===== src/hdl/hqbd_pkg.sv =====
// ----------------------------------------------------------------------------
// hqbd_pkg
// Shared constants, field widths and register indexes for the heatmap
// quadrangle box decoder.
// ----------------------------------------------------------------------------
package hqbd_pkg;

  // Default and limits of the feature map dimension.
  localparam int MAX_MAP_DIM_DEF = 256;

  // Field widths.
  localparam int SCORE_W     = 16;
  localparam int OFF_W       = 16;
  localparam int TRIG_W      = 16;
  localparam int INV_W       = 16;
  localparam int MAP_WIDTH_W = 9;
  localparam int COORD_W     = 20;
  localparam int NUM_OFF     = 8;

  // Port widths.
  localparam int IN_TDATA_W  = 176;
  localparam int OUT_TDATA_W = 208;
  localparam int CFG_ADDR_W  = 4;
  localparam int CFG_DATA_W  = 16;

  // Coordinate range after saturation.
  localparam int COORD_MAX = 524287;
  localparam int COORD_MIN = -524288;

  // Q.4 cell center plus half pixel is 64 * index + 40; the low six bits.
  localparam logic [5:0] CENTER_FRAC = 6'd40;

  // Shift for Q.18 to Q.4; the rounding term is half of 2^14.
  localparam int ROUND_SHIFT = 14;

  // Register reset values.
  localparam logic [SCORE_W-1:0]     THR_RST   = 16'd32768;
  localparam logic [INV_W-1:0]       INV_RST   = 16'd16384;
  localparam logic [MAP_WIDTH_W-1:0] WIDTH_RST = 9'd160;

  // Configuration register indexes.
  typedef enum logic [CFG_ADDR_W-1:0] {
    REG_SCORE_THRESHOLD = 4'd0,
    REG_INV_SCALE_X     = 4'd1,
    REG_INV_SCALE_Y     = 4'd2,
    REG_MAP_WIDTH       = 4'd3
  } cfg_reg_t;

endpackage


===== src/hdl/hqbd_counter.sv =====
// ----------------------------------------------------------------------------
// hqbd_counter
// Raster position tracker: column and row of the current cell, restarted by
// the frame start flag and wrapped at the effective map width.
// ----------------------------------------------------------------------------
module hqbd_counter #(
  parameter int MAX_MAP_DIM = hqbd_pkg::MAX_MAP_DIM_DEF
) (
  input  logic                               clk,
  input  logic                               rst_n,
  input  logic                               advance,
  input  logic                               frame_first,
  input  logic [hqbd_pkg::MAP_WIDTH_W-1:0]   map_width,
  output logic [$clog2(MAX_MAP_DIM)-1:0]     col,
  output logic [$clog2(MAX_MAP_DIM)-1:0]     row
);

  localparam int CW  = $clog2(MAX_MAP_DIM);
  localparam int DW  = $clog2(MAX_MAP_DIM + 1);
  localparam int EW  = (DW > hqbd_pkg::MAP_WIDTH_W) ? DW : hqbd_pkg::MAP_WIDTH_W;
  localparam logic [EW-1:0] DIM_MAX = EW'(MAX_MAP_DIM);

  logic [CW-1:0] col_r, col_nxt;
  logic [CW-1:0] row_r, row_nxt;
  logic [EW-1:0] eff_w;
  logic [EW-1:0] col_inc;
  logic [EW-1:0] row_inc;

  // The frame start flag makes this cell the origin.
  assign col = frame_first ? '0 : col_r;
  assign row = frame_first ? '0 : row_r;

  // Effective width: zero acts as one, anything above the limit is clamped.
  always_comb begin
    priority if (map_width == '0) begin
      eff_w = EW'(1);
    end else if (EW'(map_width) > DIM_MAX) begin
      eff_w = DIM_MAX;
    end else begin
      eff_w = EW'(map_width);
    end
  end

  // Next position in raster order.
  always_comb begin
    col_inc = EW'(col) + EW'(1);
    row_inc = EW'(row) + EW'(1);
    if (col_inc >= eff_w) begin
      col_nxt = '0;
      row_nxt = (row_inc >= DIM_MAX) ? '0 : row_inc[CW-1:0];
    end else begin
      col_nxt = col_inc[CW-1:0];
      row_nxt = row;
    end
  end

  always_ff @(posedge clk) begin
    if (!rst_n) begin
      col_r <= '0;
      row_r <= '0;
    end else if (advance) begin
      col_r <= col_nxt;
      row_r <= row_nxt;
    end
  end

endmodule


===== config.mk =====
export PLATFORM = sky130hd
export DESIGN_NAME = hqbd_counter
export DESIGN_NICKNAME = d
export VERILOG_FILES = /design/src/hdl/hqbd_pkg.sv /design/src/hdl/hqbd_counter.sv
export SDC_FILE = /design/constraint.sdc
export NUM_CORES = 1
export LEC_CHECK = 0
export BUFFER_PORTS_ARGS = -buffer_cell sky130_fd_sc_hd__buf_2
export CORE_ASPECT_RATIO = 0.6
export CORE_UTILIZATION = 56
export CTS_BUF_LIST = sky130_fd_sc_hd__clkbuf_4
export CTS_CLUSTER_SIZE = 10
export DETAILED_ROUTE_END_ITERATION = 8
export GPL_TIMING_DRIVEN = 0
export PLACE_DENSITY = 0.82
export SLEW_MARGIN = 30
export SYNTH_ARGS = -nofsm -noshare
export SYNTH_HDL_FRONTEND = slang
export SYNTH_SLANG_ARGS = --single-unit

===== constraint.sdc =====
create_clock -name clk -period 4.02 [get_ports clk]
set_input_delay 0.804 -clock clk [delete_from_list [all_inputs] [get_ports clk]]
set_output_delay 0.804 -clock clk [all_outputs]
set_load 0.02 [all_outputs]

# [Yosys cells after proc, flatten, opt, wreduce, memory -nomap -nowiden]
# Cells that the tools add are included.
[classes] n_mux=7 order_cmp=3 reduce_logical=1 n_addsub=2
[op_table] operator="$mux W8" n=5
[op_table] operator="$add A8 B1 Y9 const B" n=2
[op_table] operator="$mux W9" n=2
[op_table] operator="$ge A9 B9 Y1" n=1
[op_table] operator="$ge A9 B9 Y1 const B" n=1
[op_table] operator="$gt A9 B9 Y1 const B" n=1
[op_table] operator="$logic_not A9 Y1" n=1
[word_totals] word_cells=15 ff_bits=16 out_inout_bits=16

# [Longest topological paths before layout]
# Gate-level depths: netlist of the first run.
[logic_depth] depth_word=5 mapped_depth=15 mapped_depth_nobuf=12

# [Worst setup path before layout of the first run]
# No wires, ideal clock.
[synth_timing] kind="input -> register" startpoint="in frame_first" endpoint="reg row_r[6]" stages=14 setup_slack_ns=-0.072 arrival_ns=4.017 path_buffers=2 cell_sequence="clkbuf_1 buf_1 nor2b_1 ha_1 nand3_1 nor4bb_1 nor3_1 a21o_1 ha_1 and4_1 nand2_1 o211a_4 or4_1 a31oi_1"
[synth_rtl] element="start: declaration" line_no="hqbd_counter.sv:12" rtl="input logic frame_first,"
[synth_rtl] element="$mux W8" line_no="hqbd_counter.sv:30" rtl="assign col = frame_first ? '0 : col_r;"
[synth_rtl] element="named net col[1]" line_no="hqbd_counter.sv:14" rtl="output logic [$clog2(MAX_MAP_DIM)-1:0] col,"
[synth_rtl] element="$add A8 B1 Y9" line_no="hqbd_counter.sv:46" rtl="col_inc = EW'(col) + EW'(1);"
[synth_rtl] element="$ge A9 B9 Y1" line_no="hqbd_counter.sv:48" rtl="if (col_inc >= eff_w) begin"
[synth_rtl] element="$mux W8" line_no="hqbd_counter.sv:48"
[synth_rtl] element="end signal: assignment" line_no="hqbd_counter.sv:63" rtl="row_r <= row_nxt;"
[synth_rtl] element="end: declaration" line_no="hqbd_counter.sv:24" rtl="logic [CW-1:0] row_r, row_nxt;"
# The timed path passes the listed nets, and every way through them passes these cells.
# A chain may end at the register's enable or synchronous reset.

# [Final worst setup path of the first run]
[layout_timing] startpoint="in frame_first" endpoint="reg row_r[6]"
[layout_between] elab_chain_cells=5
[layout_lines] element="$mux W8" line_no="hqbd_counter.sv:31" rtl="assign row = frame_first ? '0 : row_r;"
[layout_lines] element="$add A8 B1 Y9" line_no="hqbd_counter.sv:47" rtl="row_inc = EW'(row) + EW'(1);"
[layout_lines] element="$ge A9 B9 Y1" line_no="hqbd_counter.sv:50" rtl="row_nxt = (row_inc >= DIM_MAX) ? '0 : row_inc[CW-1:0];"
[layout_lines] element="$mux W8" line_no="hqbd_counter.sv:50"
[layout_lines] element="$mux W8 (*)" line_no="hqbd_counter.sv:48"
# Every way passes the cells marked *; elsewhere a longest branch is shown, timed or not.

==> summary.txt, run 1 <==
Status - finished, final reports clean
Post-synthesis cell type count - 41
Post-Synthesis Net Count - 194
Switching share of total power - 30.28%
Top cells by area, synth - dfxtp_1 (25%), ha_1 (11%), nor2b_1 (9.6%)
RePlAce Congestion - 0.9030
Die width - 64.26 um
Clk Latency, worst-skew pair - 0.30 ns
Combinational share of power - 18.8%
Skew final - 0.005280 ns
Sequential share of power - 51.8%
First-pass GRT wire length - 5568 um
Mapped Area - 1302 um2
Die area - 2529 um2
Seq/Total Area, Yosys - 24.59%
Slowest CP cell - or4_1
Post-Route WL - 3765 um
Placed cell count - 228
Initial antenna violation count - 0
Cell-internal power - 0.0002200 W
Area growth from synthesis to layout - 18.92%
Vias in the first global route - 1164
# diodes - 0
Fin. max-slew vios - 0
H-tree levels - 1
Syn Inst Count - 170
Initial DRC count - 136
Total negative slack - 0 ns
Worst-path maximum fanout - 10
Clock root cell - clkbuf_4
Final Hold Fails - 0
Final Non-Filler Cells - 234
WHS - 0.4985 ns
DR vias - 1463
Via-per-instance ratio - 6.252
Most frequent cells after synthesis - nor2b_1 (20), nand2_1 (17), dfxtp_1 (16)
CP cell instances - buf_2 > buf_2 > clkbuf_4 > nor2b_2 > ha_1 > nand3_2 > nor4bb_4 > nor3_1 > a21o_1 > ha_1 > and4_1 > nand2_1 > o211a_4 > or4_1 > a31oi_1
I/O Buffers - 28
Switching pwr - 0.00009556 W
EDFF count, synth - 0
Top-area cell type share of the netlist area - 24.59%
Reg clk slew, reported paths - 0.10 ns
Largest net degree at the start of global routing - 11
VDD IR max - 0.0002022 V
Slew margin rel. - 63.89%
Flop and latch count out of synthesis - 16
DRC viols - 0
Clock Power Share - 29.4%
Ys Warns - 0
Count leader, synth - nor2b_1
CTS Hold Buffers Added - 0
Critical Path Sink Type - flop
Final Cycle Share - 96.92%
Worst min path class - flop to flop
Post-DP HPWL - 2803 um
Placed Area - 1483 um2
Actual slew at the worst max-slew pin - 0.5416 ns
Die height - 39.36 um
Setup ws final - 0.1238 ns
CTS Sinks - 16
Achievable frequency - 0.2567 GHz
Final setup viols - 0
Final nets - 229
Leak pwr - 0.6723 nW
Kind of critical path - input port to flop
Ports - 29
Cts bufs inserted - 3
WP data arrival - 4.13 ns
Gr usage total - 29.88%
Post-place setup slack - -0.6017 ns
Largest stage delay on the critical path - 0.52 ns
Max cap viols - 0
Remaining antenna violation count after routing - 0
Min Tclk post-route - 3.896 ns
TritonCTS clock tree - built
Per-cell routed wire length - 16.09 um
Avg Inst Size Synth - 7.662 um2
Share of cells above drive strength 1 - 20.59%
CP Launch Type - input port
DR pass1 iterations - 4
Post-synthesis async set-or-reset flop share - 0%
Clock buffer depth - 2
Core ar. - 2180 um2
Area leader, netlist - dfxtp_1
WP data required - 4.25 ns
PD cells - 203.7 nW/um2
Initial Util - 59.76%
Gr ovfl total - 0
Std cell rows - 13
Final instance area - 1549 um2
Post-synth top flop - dfxtp_1
==> registers in the layout, summed over array words and instances, names as in the netlist <==
name,cells
col_r,8
row_r,8
==> layout by cell type, fill, tap and decap left out, types with 3 or more instances in the layout <==
cell type,netlist,layout
a21oi_1,14,14
a31oi_1,5,5
a41oi_1,3,3
buf_2,1,30
clkbuf_1,4,3
clkbuf_4,0,4
dfxtp_1,16,16
ha_1,11,11
inv_1,4,4
nand2_1,17,17
nand2b_1,10,10
nand3_1,14,13
nor2_1,5,5
nor2b_1,20,19
o21ai_0,6,6
xor2_1,3,3
==> cell families after synthesis <==
group / after synthesis / synth area share, %
buf+inv: 12 / 3.553
fa+ha+maj: 11 / 10.57
xor+xnor: 3 / 2.018
compound gates: 42 / 21.42
flops: 16 / 24.59
simple gates: 86 / 37.85
==> power by group through the flow <==
stage | Combinational [W] | Sequential (W) | Clock (W)
6_report | 0.0000593 | 0.000163 | 0.0000928
5_1_grt | 0.0000639 | 0.000164 | 0.0000974
4_1_cts | 0.0000571 | 0.000163 | 0.0000918
3_5_place_dp | 0.0000555 | 0.000167 | 0
3_3_place_gp | 0.0000530 | 0.000167 | 0
2_1_floorplan | 0.0000348 | 0.000166 | 0
==> area by class of cell <==
cell class	instances	area [um2]
multi-input cells	142	958.4
fillers	191	630.6
flip-flops and latches	16	320.3
repair buffers	30	155.1
well taps	30	37.54
plain buffers	7	32.53
clock buffers	3	22.52
inverters	5	18.77
clock inverters	1	3.754
==> worst paths after layout <==
check        slack (ns)  cells after the start        start        to
max                0.12                     15  frame_first  row_r[6]
min                0.50                      2     row_r[0]  row_r[0]
max reg2reg        0.59                     12     col_r[0]  row_r[6]
min reg2reg        0.50                      2     row_r[0]  row_r[0]
==> metal layers <==
metal | GRT usage, % | wire length, um | vias up | share of wire [%]
met5 | 0 | 0 | - | 0
met4 | 5.556 | 57 | 0 | 1.5
met3 | 6.395 | 365 | 11 | 9.7
met2 | 48.42 | 1666 | 95 | 44
met1 | 41.28 | 1675 | 669 | 44
li1 | - | - | 688 | -
==> metrics by stage <==
stage	util, %	power, W
after floorplan	-	0.0002011
after global placement	68.03	0.0002198
after detailed placement	68.03	0.0002226
after CTS	70.32	0.0003121
after global routing	71.07	0.0003252
final	71.07	0.0003156
==> worst max-delay path, delay by kind of cell <==
| family | cells | cell delay (ns) |
|---|---|---|
| fa+ha+maj | 2 | 0.50 |
| simple gates | 7 | 1.64 |
| buf+inv | 3 | 0.57 |
| compound gates | 3 | 0.60 |
==> what timing repair did <==
action,in CTS,in global routing
setup buffers,1,1
setup endpoints to repair,9,3
pin swaps,1,1
gates resized for setup,3,5
No activity file was read; power rests on OpenSTA's default activity.
==> inputs of run 2 (changes only) <==
--- a/config.mk
+++ b/config.mk
@@ -7,12 +7,12 @@
 export LEC_CHECK = 0
 export BUFFER_PORTS_ARGS = -buffer_cell sky130_fd_sc_hd__buf_2
 export CORE_ASPECT_RATIO = 0.6
-export CORE_UTILIZATION = 56
+export CORE_UTILIZATION = 60
 export CTS_BUF_LIST = sky130_fd_sc_hd__clkbuf_4
 export CTS_CLUSTER_SIZE = 10
 export DETAILED_ROUTE_END_ITERATION = 8
 export GPL_TIMING_DRIVEN = 0
-export PLACE_DENSITY = 0.82
+export PLACE_DENSITY = 0.87
 export SLEW_MARGIN = 30
 export SYNTH_ARGS = -nofsm -noshare
 export SYNTH_HDL_FRONTEND = slang
==> constraint.sdc (replaced) <==
create_clock -name clk -period 5 [get_ports clk]
set_input_delay 1 -clock clk [delete_from_list [all_inputs] [get_ports clk]]
set_output_delay 1 -clock clk [all_outputs]
set_load 0.02 [all_outputs]
==> run 2 against run 1 <==
Highest routed layer unchanged. Largest cell class unchanged. Hold slack gained 0.00087 ns. Global-route usage is 6.5 points higher. Register-to-register slack improved by 0.61 ns.
==> summary.txt, run 2 (synthesized netlist as in run 1, its figures left out) <==
Status - finished, final reports clean
Die height - 38.09 um
Final setup viols - 0
First-pass GRT wire length - 6430 um
Most frequent cells in the layout - buf_2 (29), nor2b_1 (20), nand2_1 (17)
Gr ovfl total - 0
H-tree levels - 1
Combinational share of power - 18.3%
Clock Power Share - 30.5%
Largest net degree at the start of global routing - 11
Leak pwr - 0.6423 nW
Initial DRC count - 149
Switching share of total power - 31.41%
Cts repair resizes - 0
Largest stage delay on the critical path - 0.57 ns
DR pass1 iterations - 5
CTS Sinks - 16
Critical path buffer and inverter count - 3
Gr usage total - 36.34%
VDD IR max - 0.0001754 V
Slowest CP cell - nor4bb_1
Achievable frequency - 0.2119 GHz
Fin. max-slew vios - 0
DR vias - 1506
Share of cells above drive strength 1 - 17.33%
Die width - 62.15 um
WHS - 0.4993 ns
Placed cell count - 226
Final Hold Fails - 0
Reg clk slew, reported paths - 0.11 ns
Cell mode on critical path - ha_1
Final Non-Filler Cells - 230
Per-cell routed wire length - 17.14 um
WP data arrival - 4.93 ns
TritonCTS clock tree - built
Post-Route WL - 3942 um
Area growth from synthesis to layout - 15.47%
Clock root cell - clkbuf_4
Critical Path Sink Type - flop
Sequential share of power - 51.2%
WP data required - 5.21 ns
Final Cycle Share - 94.40%
CTS Hold Buffers Added - 0
RePlAce Congestion - 0.9273
CP cell instances - buf_2 > clkbuf_1 > buf_1 > nor2b_1 > ha_1 > nand3_1 > nor4bb_1 > nor3_1 > a21o_1 > ha_1 > and4_1 > nand2_1 > o211ai_1 > a21boi_0 > o31a_1
Worst min path class - flop to flop
Actual slew at the worst max-slew pin - 0.6633 ns
Post-DP HPWL - 2978 um
PD cells - 170.6 nW/um2
Std cell rows - 12
Skew final - 0.01153 ns
Final nets - 227
Slew margin rel. - 55.58%
# diodes - 0
Kind of cell adding the most delay to the critical path - simple AND/OR/NAND/NOR gates
Worst-path maximum fanout - 10
Die area - 2367 um2
Cts bufs inserted - 3
Commonest non-fill, non-tap cell in the layout - buf_2
Total negative slack - 0 ns
Vias in the first global route - 1333
Top flop regs - col_r: 8 flops, row_r: 8 flops
Initial Util - 67.25%
Via-per-instance ratio - 6.548
Placed Area - 1478 um2
I/O Buffers - 28
CP Launch Type - input port
Util after Layout - 77.65%
Clk Latency, worst-skew pair - 0.31 ns
RSZ-0062 raised after global routing - false
Ports - 29
Min Tclk post-route - 4.720 ns
Setup repair bufs after CTS - 0
Clock buffer depth - 2
Kind of critical path - input port to flop
Switching pwr - 0.00008059 W
DRC viols - 0
Remaining antenna violation count after routing - 0
Cell-internal power - 0.0001760 W
Fill count - 149
Final instance area - 1504 um2
Initial antenna violation count - 0
Core ar. - 1937 um2
Max cap viols - 0
## run 2: power groups by stage
| stage | clock, W | combinational, W | sequential (W) |
|---|---|---|---|
| finish | 0.0000783 | 0.0000469 | 0.000131 |
| global placement | 0 | 0.0000421 | 0.000134 |
| global route | 0.0000850 | 0.0000503 | 0.000132 |
| CTS | 0.0000768 | 0.0000452 | 0.000131 |
| floorplan | 0 | 0.0000279 | 0.000134 |
| detailed placement | 0 | 0.0000447 | 0.000134 |
## run 2: area by class of cell
class	count	area [um2]	area share, %
multi-input cells	142	935.9	62.23
flip-flops and latches	16	320.3	21.30
repair buffers	28	140.1	9.318
well taps	28	35.03	2.329
plain buffers	7	27.53	1.830
clock buffers	3	22.52	1.498
inverters	5	18.77	1.248
clock inverters	1	3.754	0.2496
## run 2: per-stage QoR
step           total power (W)  worst slack [ns]
2_1_floorplan        0.0001616            0.7125
3_5_place_dp         0.0001789            0.1375
6_report             0.0002566            0.2802
5_1_grt              0.0002671            0.1179
3_3_place_gp         0.0001762            0.2622
4_1_cts              0.0002532            0.4136
## run 2: path summary, 6_finish.rpt
path                             startpoint        to  slack (ns)  cells after the start
worst max register to register     col_r[0]  row_r[3]        1.20                     12
worst min-delay path               row_r[0]  row_r[0]        0.50                      2
worst max-delay path            frame_first  row_r[3]        0.28                     15
worst min register to register     row_r[0]  row_r[0]        0.50                      2
## run 2: metal layers
layer / track usage (%) / vias up / wire length [um]
met5: 0 / - / 0
met4: 11.63 / 0 / 111
met3: 8.631 / 18 / 449
met2: 62.09 / 116 / 1745
met1: 46.56 / 690 / 1635
li1: - / 682 / -
## run 2: worst reg2reg max path: stages (launching register included)
cell,delay (ns)
dfxtp_1,0.38
nor2b_1,0.33
ha_1,0.25
nand3_1,0.14
nor4bb_1,0.57
nor3_1,0.13
a21o_1,0.19
ha_1,0.28
and4_1,0.22
nand2_1,0.09
o211ai_1,0.55
a21boi_0,0.25
o31a_1,0.33
