<file path="src/hdl/hqbd_pkg.sv">
// ----------------------------------------------------------------------------
// hqbd_pkg
// Shared constants, field widths and register indexes for the heatmap
// quadrangle box decoder.
// ----------------------------------------------------------------------------
package hqbd_pkg;

  // Default and limits of the feature map dimension.
  localparam int MAX_MAP_DIM_DEF = 256;

  // Field widths.
  localparam int SCORE_W     = 16;
  localparam int OFF_W       = 16;
  localparam int TRIG_W      = 16;
  localparam int INV_W       = 16;
  localparam int MAP_WIDTH_W = 9;
  localparam int COORD_W     = 20;
  localparam int NUM_OFF     = 8;

  // Port widths.
  localparam int IN_TDATA_W  = 176;
  localparam int OUT_TDATA_W = 208;
  localparam int CFG_ADDR_W  = 4;
  localparam int CFG_DATA_W  = 16;

  // Coordinate range after saturation.
  localparam int COORD_MAX = 524287;
  localparam int COORD_MIN = -524288;

  // Q.4 cell center plus half pixel is 64 * index + 40; the low six bits.
  localparam logic [5:0] CENTER_FRAC = 6'd40;

  // Shift for Q.18 to Q.4; the rounding term is half of 2^14.
  localparam int ROUND_SHIFT = 14;

  // Register reset values.
  localparam logic [SCORE_W-1:0]     THR_RST   = 16'd32768;
  localparam logic [INV_W-1:0]       INV_RST   = 16'd16384;
  localparam logic [MAP_WIDTH_W-1:0] WIDTH_RST = 9'd160;

  // Configuration register indexes.
  typedef enum logic [CFG_ADDR_W-1:0] {
    REG_SCORE_THRESHOLD = 4'd0,
    REG_INV_SCALE_X     = 4'd1,
    REG_INV_SCALE_Y     = 4'd2,
    REG_MAP_WIDTH       = 4'd3
  } cfg_reg_t;

endpackage

</file>
<file path="src/hdl/hqbd_corner.sv">
// ----------------------------------------------------------------------------
// hqbd_corner
// One corner coordinate: cell center minus offset, scaled by the Q2.14
// reciprocal, rounded to Q.4 and saturated. Two register stages.
// ----------------------------------------------------------------------------
module hqbd_corner #(
  parameter int IDX_W = 8
) (
  input  logic                                 clk,
  input  logic                                 en_mul,
  input  logic                                 en_out,
  input  logic [IDX_W-1:0]                     idx,
  input  logic [hqbd_pkg::OFF_W-1:0]           off,
  input  logic [hqbd_pkg::INV_W-1:0]           inv,
  output logic [hqbd_pkg::COORD_W-1:0]         coord
);

  localparam int OW = hqbd_pkg::OFF_W;
  localparam int VW = (IDX_W + 6 >= OW) ? IDX_W + 8 : OW + 2;
  localparam int PW = VW + hqbd_pkg::INV_W + 1;
  localparam int SW = PW + 1;
  localparam int QW = SW - hqbd_pkg::ROUND_SHIFT;
  localparam logic signed [QW-1:0] Q_MAX = QW'(hqbd_pkg::COORD_MAX);
  localparam logic signed [QW-1:0] Q_MIN = QW'(hqbd_pkg::COORD_MIN);
  localparam logic signed [SW-1:0] HALF  = SW'(1) <<< (hqbd_pkg::ROUND_SHIFT - 1);

  logic signed [VW-1:0]                   base_s;
  logic signed [VW-1:0]                   off_s;
  logic signed [VW-1:0]                   diff;
  logic signed [hqbd_pkg::INV_W:0]        inv_s;
  logic signed [PW-1:0]                   prod_nxt, prod_r;
  logic signed [SW-1:0]                   sum;
  logic signed [QW-1:0]                   quot;
  logic [hqbd_pkg::COORD_W-1:0]           coord_nxt, coord_r;

  // Exact Q.4 distance: 64 * index + 40 - offset, then the scaled product.
  always_comb begin
    base_s   = VW'({idx, hqbd_pkg::CENTER_FRAC});
    off_s    = {{(VW - OW){off[OW-1]}}, off};
    diff     = base_s - off_s;
    inv_s    = {1'b0, inv};
    prod_nxt = diff * inv_s;
  end

  // Round half up to Q.4 and saturate.
  always_comb begin
    sum  = SW'(prod_r) + HALF;
    quot = QW'(sum >>> hqbd_pkg::ROUND_SHIFT);
    priority if (quot > Q_MAX) begin
      coord_nxt = Q_MAX[hqbd_pkg::COORD_W-1:0];
    end else if (quot < Q_MIN) begin
      coord_nxt = Q_MIN[hqbd_pkg::COORD_W-1:0];
    end else begin
      coord_nxt = quot[hqbd_pkg::COORD_W-1:0];
    end
  end

  always_ff @(posedge clk) begin
    if (en_mul) begin
      prod_r <= prod_nxt;
    end
    if (en_out) begin
      coord_r <= coord_nxt;
    end
  end

  assign coord = coord_r;

endmodule

</file>
<file path="config.mk">
export PLATFORM = sky130hd
export DESIGN_NAME = hqbd_corner
export DESIGN_NICKNAME = d
export VERILOG_FILES = /design/src/hdl/hqbd_pkg.sv /design/src/hdl/hqbd_corner.sv
export SDC_FILE = /design/constraint.sdc
export NUM_CORES = 1
export LEC_CHECK = 0
export ABC_AREA = 0
export BUFFER_PORTS_ARGS = -buffer_cell sky130_fd_sc_hd__buf_4
export CORE_MARGIN = 4
export CORE_UTILIZATION = 40
export CTS_CLUSTER_DIAMETER = 200
export DETAILED_ROUTE_END_ITERATION = 10
export PLACE_DENSITY_LB_ADDON = 0.08
export SYNTH_ARGS = -nofsm -noshare
export SYNTH_HDL_FRONTEND = slang
export SYNTH_SLANG_ARGS = --single-unit
</file>
<file path="constraint.sdc">
create_clock -name clk -period 11.9 [get_ports clk]
set_clock_uncertainty 0.05 [all_clocks]
set_input_delay 2.38 -clock clk [delete_from_list [all_inputs] [get_ports clk]]
set_output_delay 2.38 -clock clk [all_outputs]
set_load 0.02 [all_outputs]
</file>
## Word-level counts from Yosys, hierarchy flattened

Index checks and enable logic that the tools add are counted.

| word-level totals | value |
|---|---|
| output and inout port bits | 20 |
| register bits after elaboration | 54 |

| cells by class | value |
|---|---|
| multipliers | 1 |
| $add $sub $neg | 2 |
| $lt $le $gt $ge | 2 |
| mux-type cells | 1 |

Operators with widths:

| operator | count |
|---|---|
| $add 34x15->35 const B | 1 |
| $mul 17x17->34 | 1 |
| $gt 22x20->1 const B | 1 |
| $lt 22x20->1 const B | 1 |
| $mux 20 | 1 |
| $sub 15x16->17 | 1 |

## Longest topological paths before layout

Gate-level depths: netlist of run 1.

| depth | value |
|---|---|
| depth after elaboration | 3 |
| mapped depth | 32 |
| depth with buffers taken out | 29 |

## Worst setup path after synthesis of run 1

OpenSTA, ideal clock, no wires.

| path | value |
|---|---|
| path type | input to register |
| start | input port off[0] in the netlist's numbering |
| end | register prod_r[28], data pin |
| setup time | 269 ps |
| stages | 30 |
| path buffers | 3 |
| data required time | 11581 ps |
| arrival | 8873 ps |
| slack | 2709 ps |
| cells stage by stage | clkbuf_1 inv_1 ha_1 nand2b_4 a21oi_2 o21ai_2 a2111o_1 a31oi_1 o31ai_2 clkbuf_1 and2_1 fa_1 inv_1 fa_1 fa_1 inv_1 fa_1 fa_1 inv_1 fa_1 inv_1 ha_1 clkbuf_1 a21oi_1 o21ai_0 o21ba_2 o21ai_0 a21oi_1 o31ai_1 xor2_1 |

| between the ends | value |
|---|---|
| longest elaborated chain between the ends | 2 |

RTL lines:

| item | line | RTL |
|---|---|---|
| start: declaration | hqbd_corner.sv:13 | `input logic [hqbd_pkg::OFF_W-1:0] off,` |
| $sub 15x16->17 | hqbd_corner.sv:40 | `diff = base_s - off_s;` |
| $mul 17x17->34 | hqbd_corner.sv:42 | `prod_nxt = diff * inv_s;` |
| net prod_nxt[28] | hqbd_corner.sv:31 | `logic signed [PW-1:0] prod_nxt, prod_r;` |
| end signal: assignment | hqbd_corner.sv:60 | `prod_r <= prod_nxt;` |
| end: declaration | hqbd_corner.sv:31 |  |

The timed path passes the listed nets, and every way through them passes these cells.
A chain may end at the register's enable or synchronous reset.

## Worst setup path after layout of run 1

| path | value |
|---|---|
| start | input port off[0] in the netlist's numbering |
| end | register prod_r[32], data pin |

The elaborated chain is that of the path after synthesis.

==> results of run 1 <==
cells in the mapped netlist (6+ instances only):
library cell / number / area, µm²
and2_1: 138 / 863
nor2_1: 28 / 105
xnor2_1: 47 / 412
mux2i_1: 10 / 100
clkbuf_1: 43 / 161
inv_1: 347 / 1300
edfxtp_1: 41 / 1230
nand2b_1: 22 / 138
buf_2: 6 / 30.0
nand2_1: 202 / 758
nor3_1: 6 / 30.0
nand4_1: 12 / 75.1
a21oi_1: 38 / 190
o21bai_1: 6 / 45.0
ha_1: 97 / 1210
xor2_1: 13 / 114
and3_1: 7 / 43.8
a21o_1: 9 / 67.6
o21ai_0: 19 / 95.1
fa_1: 271 / 5430
nand3_1: 17 / 85.1
a31oi_1: 8 / 50.1
mux2_2: 8 / 90.1
path summary, 6_finish.rpt:
path	end	depth (start not counted)
hold / removal	coord[11]	2
setup / recovery	prod_r[32]	30
setup reg to reg	coord[8]	7
hold reg to reg	coord[11]	2
metal layers:
metal / up-vias / wire (µm) / global-route usage
li1: 4395 / - / -
met3: 39 / 652 / 0.0116
met4: 0 / 639 / 0.0350
met5: - / 0 / 0
met2: 119 / 16900 / 0.352
met1: 4761 / 13900 / 0.245
through the flow:
stage / util / cells / setup WS (ns) / hold WS, ns
floorplan: - / 1452 / 2.71 / 0.497
global route: 0.437 / 1920 / 1.62 / 0.564
CTS: 0.437 / 1920 / 2.12 / 0.541
finish: 0.437 / 1920 / 2.11 / 0.539
detailed placement: 0.432 / 1912 / 1.85 / 0.524
global placement: 0.432 / 1912 / 1.95 / 0.548
registers in the layout, summed over array words and instances (netlist names):
name / flops
prod_r: 21
coord: 20
worst max-delay path, delay by kind of cell:
family | cells | cell delay [ns]
fa+ha+maj | 8 | 4.12
compound gates | 6 | 1.21
buf+inv | 10 | 1.04
simple gates | 5 | 0.83
mux | 1 | 0.23
cell type report:
| type | instances | area, µm² |
|---|---|---|
| multi-input cells | 1010 | 10400 |
| repair buffers | 72 | 541 |
| clock buffers | 6 | 129 |
| clock inverters | 2 | 33.8 |
| flip-flops and latches | 41 | 1230 |
| well taps | 442 | 553 |
| inverters | 347 | 1300 |
| fillers | 3326 | 18300 |
kinds of logic (layout without fill, tap and decap cells):
group | after synthesis | after routing | synth area share
mux | 18 | 18 | 0.0145
simple gates | 449 | 449 | 0.169
buf+inv | 401 | 427 | 0.117
compound gates | 112 | 112 | 0.0559
flops | 41 | 41 | 0.0938
fa+ha+maj | 369 | 369 | 0.507
xor+xnor | 62 | 62 | 0.0425
==> metrics.md, run 1 <==
| Metric | Value |
|---|---|
| Status | finished clean |
| NumNets Final | approximately 1900 |
| Drt first pass iters | 5 |
| DRT antenna net count | 0 |
| # hold bufs at CTS | 0 |
| Fraction of layout cells with a size suffix above 1 | 0.0717 |
| Nature of the critical path startpoint | input pin |
| Worst min path class | reg2reg |
| CTS Buf Count | 5 |
| CP dominant cell by count | inv_1 |
| Vias in the first global route | ~10000 |
| Vias | roughly 9300 |
| Clock Path Buffers | 2 |
| Die Ht | roughly 190 µm |
| Crit Path Class | in2reg |
| Syn Std Cell Area | approximately 0.013 mm² |
| Sum of negative setup slack | 0 ns |
| Routed WL per cell | approximately 17 µm |
| Gr usage total | 0.189 |
| Commonest non-fill, non-tap cell in the layout | inv_1 |
| Max-Cap Viols | 0 |
| # DRC | 0 |
| CP arrival | 9.83 ns |
| Clk_lat worst skew | around 0.28 ns |
| Cell count after synthesis | approximately 1500 |
| Sequential share of the synthesized area | 0.0938 |
| Layout area overhead | 8.03% |
| Htree depth | 2 |
| # diodes | 0 |
| R2r setup slk | about 9.5 ns |
| Initial antenna violation count | 0 |
| CTS tree | built |
| GPL Wtd Cong | approximately 0.8 |
| Worst setup path startpoint | off[0] |
| Slew HR | 0.406 |
| Tightest Pin Transition | between 0.8 and 0.9 ns |
| Period utilization | 0.822 |
| Final instance area | 0.0142 mm² |
| Post-synth top flop | edfxtp_1 |
| Chip Width | 189 µm |
| I/O pins | 63 |
| CP Max Fanout | 24 |
| Syn nets | between 1500 and 2000 |
| Worst path max stage delay | between 0.7 and 0.8 ns |
| First-pass GRT wire length | 53800 µm |
| Critical Path RT | approximately 12 ns |
| Grt ovf | 0 |
| Hold_sp | prod_r[25] |
| Cell Area, Placed | 0.0140 mm² |
| Initial Utilization | 0.404 |
| RSZ-0062 raised after global routing | false |
| Post-synth EDFFs | 41 |
| Ys async rst share | 0 |
| Slowest stage cell, crit path | fa_1 |
| Core Box Area | roughly 0.032 mm² |
| Achievable Freq | ~0.10 GHz |
| CTS sink cnt | a little over 40 |
| Endpoints failing setup | 0 |
| CTS resizes | 0 |
| CP Capture Type | flip-flop |
| Postcts setup bufs | 0 |
| Iteration-0 DRC Markers | between 400 and 500 |
| Minimum clock period | approximately 9.8 ns |
| Routed wire length | 32100 µm |
| Die area | ~0.036 mm² |
| Post-Syn Area per Cell | approximately 9 µm² |
| Vias per Instance | ~4.9 |
| Fin. Hold Viols | 0 |
| FF+latch count, synth | 41 |
| Post-synth cell types | 58 |
| Most frequent cells in the layout | 347 x inv_1, 271 x fa_1, 202 x nand2_1 |
| Clk pin slew, worst setup/hold paths | approximately 0.060 ns |
| Slew Limit Fails | 0 |
| Site row count | 66 |
| Buffers added on ports | a little over 60 |
| Detailed Place HPWL | between 20000 and 30000 µm |
| Synth Warn # | 0 |
| R2r startpoint | prod_r[23] |
| Largest net degree at the start of global routing | 37 |
| Root Driver | clkbuf_16 |
Power of run 1 is not shown: default switching activity piles up to over one toggle a cycle in this logic, so the estimate is an artifact.
==> run 2: changes to the inputs <==
- clock period: 11.9 -> 7.9 ns (I/O delays scaled with it)
==> run 2 against run 1 <==
Net effect:
- via count grew 5.1%
- register-to-register slack worse by 4.1 ns
- critical endpoint is now prod_r[33]
- routed wire length shrank 1.6%
- die area is the same
- critical path type unchanged
- global-route usage shrank 0.34 points
- the run now ends with negative setup slack left
- count of clock-buffer cells in the layout shrank 1
- non-clock buffer count up 165
==> metrics.md, run 2 (synthesized netlist as in run 1, its figures left out) <==
| Metric | Value |
|---|---|
| Status | finished, violations left |
| Failing checks | negative setup slack |
| Buffers added on ports | just over 60 |
| Worst setup margin | -0.0892 ns |
| Sum of negative setup slack | -0.120 ns |
| Drt first pass iters | 4 |
| Initial Utilization | 0.404 |
| Nature of the critical path startpoint | input pin |
| Biggest register | prod_r |
| Slew HR | 0.633 |
| CTS Buf Count | 5 |
| Vias per Instance | 4.70 |
| Grt ovf | 0 |
| Multi-input gate area | around 0.011 mm² |
| Reg2Reg Depth | 7 |
| RSZ-0062 raised after global routing | true |
| Cell Area, Placed | 0.0153 mm² |
| Max-Cap Viols | 0 |
| Routed wire length | about 32000 µm |
| CTS sink cnt | 41 |
| Die area | 0.0358 mm² |
| Initial antenna violation count | 0 |
| Vias in the first global route | about 11000 |
| Clock Path Buffers | 2 |
| Critical path's top delay family | adder cells |
| Fin. Hold Viols | 0 |
| Tightest Pin Transition | about 0.55 ns |
| Most frequent cells in the layout | 321 x inv_1, 261 x fa_1, 213 x buf_4 |
| CP Capture Type | flip-flop |
| Gr usage total | 0.186 |
| Slew Limit Fails | 0 |
| Iteration-0 DRC Markers | between 300 and 400 |
| Routed WL per cell | around 15 µm |
| CP dominant cell by count | fa_1 |
| CTS tree | built |
| CP arrival | 7.97 ns |
| Period utilization | 1.01 |
| DRT antenna net count | 0 |
| Worst min path class | reg2reg |
| Core Box Area | 0.0325 mm² |
| Htree depth | 2 |
| Register area | between 0.001 and 0.0015 mm² |
| Minimum clock period | around 8 ns |
| Fraction of layout cells with a size suffix above 1 | 0.245 |
| Slowest stage cell, crit path | fa_1 |
| Root Driver | clkbuf_16 |
| Min Hold Slack | about 0.56 ns |
| Worst path max stage delay | ~0.58 ns |
| CP Max Fanout | 8 |
| Achievable Freq | 0.125 GHz |
| Chip Width | 189 µm |
| Critical Path RT | 7.88 ns |
| Number of fill cells | between 3000 and 4000 |
| Fin util | 0.501 |
| # diodes | 0 |
| Final instance area | approximately 0.016 mm² |
| I/O pins | 63 |
| Number of flip-flops in the largest register | 21 |
| Clk_lat worst skew | approximately 0.28 ns |
| Commonest non-fill, non-tap cell in the layout | inv_1 |
| Worst path bufs/invs | 7 |
| NumNets Final | 2053 |
| Clk pin slew, worst setup/hold paths | roughly 0.06 ns |
| Layout area overhead | 23.8% |
| Vias | roughly 9800 |
| First-pass GRT wire length | between 50000 and 60000 µm |
| # DRC | 0 |
| GPL Wtd Cong | approximately 0.8 |
| Crit Path Class | in2reg |
| Largest net degree at the start of global routing | 22 |
| Detailed Place HPWL | ~27000 µm |
| Endpoints failing setup | 3 |
| Die Ht | 189 µm |
| Worst path depth | 29 |
| Site row count | 66 |
| WHS Path Cells | 2 |
[run 2: cell count changes in the layout (fill, tap and decap cells not counted), moves of 19 or more]
cell    change
buf_4     +141
inv_1      -26
inv_2      +22
ha_1       -23
buf_6      +19
and2_4     +19
ha_4       +23
[run 2: worst reg2reg max path, stage by stage, from the launching register on]
cell	delay (ns)
edfxtp_1	0.46
and3_1	0.26
and4_1	0.25
and4_1	0.26
nand4_1	0.11
o21ai_0	0.10
nand2_1	0.44
a21bo_2	0.28
[run 2: path summary, 6_finish.rpt]
| kind | startpoint | to | slack, ns |
|---|---|---|---|
| setup / recovery | off[1] | prod_r[33] | -0.09 |
| hold / removal | prod_r[17] | coord[3] | 0.56 |
| setup reg to reg | prod_r[23] | coord[8] | 5.45 |
| hold reg to reg | prod_r[17] | coord[3] | 0.56 |
[run 2: cell type report]
class                   count  area share
multi-input cells        1010       0.684
inverters                 347      0.0808
flip-flops and latches     41      0.0758
clock inverters             3    0.000770
well taps                 442      0.0340
repair buffers            237       0.117
clock buffers               5     0.00770
[run 2: timing repair]
| action | 4_1_cts | 5_1_grt |
|---|---|---|
| gates resized for setup | 75 | 78 |
| endpoints found under the setup margin | 20 | 20 |
| buffers inserted | 13 | 15 |
| hold buffers | 0 | 0 |
| pin swaps | 51 | 77 |
[run 2: through the flow]
step,setup slack (ns),std cells
floorplan,-0.0365,1452
global placement,-0.488,2050
detailed placement,-0.564,2050
CTS,-0.0661,2070
global route,-0.302,2085
finish,-0.0892,2085
[run 2: layer usage]
layer,wire [µm],up-vias,track usage
li1,-,4731,-
met1,14400,4944,0.250
met2,16100,90,0.334
met3,544,25,0.0151
met4,586,0,0.0322
met5,0,-,0
Power of run 2 is left out for the same reason.
==> run 3: changes to the inputs <==
- CORE_UTILIZATION: 40 -> 45
- clock period: 7.9 -> 9.5 ns (I/O delays scaled with it)
==> run 3 against run 2 <==
Net effect:
- the run now ends clean
- count of clock-buffer cells in the layout did not move
- global-route usage is 2.5 points higher
- utilization decreased by 0.63 points
- final cell count down 10%
- hold slack worse by 0.024 ns
- highest routed layer unchanged
==> metrics.md, run 3 (synthesized netlist as in run 1, its figures left out) <==
| Metric | Value |
|---|---|
| Status | finished clean |
| Most frequent cells in the layout | 347 x inv_1, 271 x fa_1, 202 x nand2_1 |
| Iteration-0 DRC Markers | ~370 |
| Uppermost layer routed | met4 |
| RSZ-0062 raised after global routing | false |
| Vias | between 9000 and 10000 |
| Vias in the first global route | 10400 |
| NumNets Final | 1902 |
| CTS tree | built |
| Commonest non-fill, non-tap cell in the layout | inv_1 |
| Minimum clock period | between 8 and 9 ns |
| CTS sink cnt | approximately 40 |
| Site row count | a little over 60 |
| Period utilization | 0.944 |
| Number of fill cells | 2792 |
| # hold bufs at CTS | 0 |
| Nature of the critical path startpoint | input pin |
| # diodes | 0 |
| Die Ht | between 150 and 200 µm |
| Met3 wire length | 955 µm |
| Clk pin slew, worst setup/hold paths | 0.06 ns |
| Worst setup margin | between 0.5 and 0.6 ns |
| Fraction of layout cells with a size suffix above 1 | 0.0785 |
| Worst min path class | reg2reg |
| DRT antenna net count | 0 |
| Number of flip-flops in the largest register | 21 |
| Fin. Hold Viols | 0 |
| Initial antenna violation count | 0 |
| CTS resizes | 0 |
| Min Hold Slack | between 0.5 and 0.6 ns |
| Layout area overhead | 8.13% |
| Tightest Pin Transition | 0.897 ns |
| First-pass GRT wire length | approximately 53000 µm |
| Core Box Area | around 0.029 mm² |
| Grt ovf | 0 |
| R2r startpoint | prod_r[23] |
| CP Capture Type | flip-flop |
| CTS Buf Count | 5 |
| Clock Path Buffers | 2 |
| Met2 wire length | 16100 µm |
| Placement Setup Slack | roughly 0.23 ns |
| Drt first pass iters | 5 |
| Root Driver | clkbuf_16 |
| Worst setup path startpoint | idx[1] |
| Chip Width | around 180 µm |
| Critical Path RT | 9.47 ns |
| Max-Cap Viols | 0 |
| Buffers added on ports | 62 |
| Slew Limit Fails | 0 |
| CP arrival | 8.94 ns |
| Sum of negative setup slack | 0 ns |
| Slew HR | 0.399 |
| Gr usage total | 0.211 |
| GPL Wtd Cong | ~0.84 |
| Hold_sp | prod_r[17] |
| CP Max Fanout | 16 |
| Biggest register | prod_r |
| Met1 Wirelength | between 10000 and 15000 µm |
| Initial Utilization | 0.457 |
| Die area | 0.0320 mm² |
| Clk_lat worst skew | between 0.2 and 0.3 ns |
| Routed wire length | around 31000 µm |
| Largest net degree at the start of global routing | 27 |
| Achievable Freq | 0.112 GHz |
| Routed WL per cell | ~17 µm |
| Postcts setup bufs | 0 |
| Htree depth | 2 |
| Fin util | 0.494 |
| Crit Path Class | in2reg |
| Endpoints failing setup | 0 |
| I/O pins | 63 |
| Vias per Instance | roughly 5.1 |
| Detailed Place HPWL | approximately 25000 µm |
| # DRC | 0 |
## run 3: changes by cell type in the layout (fill, tap and decap cells not counted), sizes merged
cell    change
bufinv      +1
clkinv      -2
buf       -151
## run 3: critical path, stage by stage
cell and delay, ns:
buf_4 0.11, ha_1 0.35, a21o_1 0.19, a2111o_1 0.40, a21oi_1 0.18, o21bai_1 0.13
a21oi_2 0.19, xnor2_2 0.28, and2_1 0.30, fa_1 0.53, inv_1 0.05, fa_1 0.49
fa_1 0.52, inv_1 0.06, fa_1 0.44, fa_1 0.52, inv_1 0.05, fa_1 0.47
inv_1 0.04, ha_1 0.36, nand2_1 0.15, o21a_1 0.27, o21ba_2 0.23, o21ai_0 0.14
a21oi_1 0.06, buf_4 0.17, o31ai_1 0.26, xor2_1 0.10
## run 3: per-stage QoR
step,cells,cell area (µm²)
floorplan,1452,13100
global placement,1868,14000
detailed placement,1868,14000
CTS,1875,14200
global route,1875,14200
finish,1875,14200
## run 3: final timing paths
path | end | slack (ns) | cells past startpoint
worst min-delay path | coord[3] | 0.53 | 2
worst max register to register | coord[8] | 7.08 | 7
worst min register to register | coord[3] | 0.53 | 2
worst max-delay path | prod_r[28] | 0.53 | 28
## run 3: area by class of cell
| class | instances | area [µm²] | area share |
|---|---|---|---|
| flip-flops and latches | 41 | 1230 | 0.0868 |
| repair buffers | 86 | 658 | 0.0464 |
| clock buffers | 5 | 125 | 0.00882 |
| inverters | 347 | 1300 | 0.0918 |
| clock inverters | 2 | 35.0 | 0.00247 |
| multi-input cells | 1010 | 10400 | 0.730 |
| well taps | 384 | 480 | 0.0339 |
## run 3: layer usage
| metal | up-vias | track usage |
|---|---|---|
| li1 | 4425 | - |
| met1 | 4842 | 0.271 |
| met2 | 190 | 0.386 |
| met3 | 57 | 0.0152 |
| met4 | 0 | 0.0534 |
| met5 | - | 0 |
Power of run 3 is left out for the same reason.
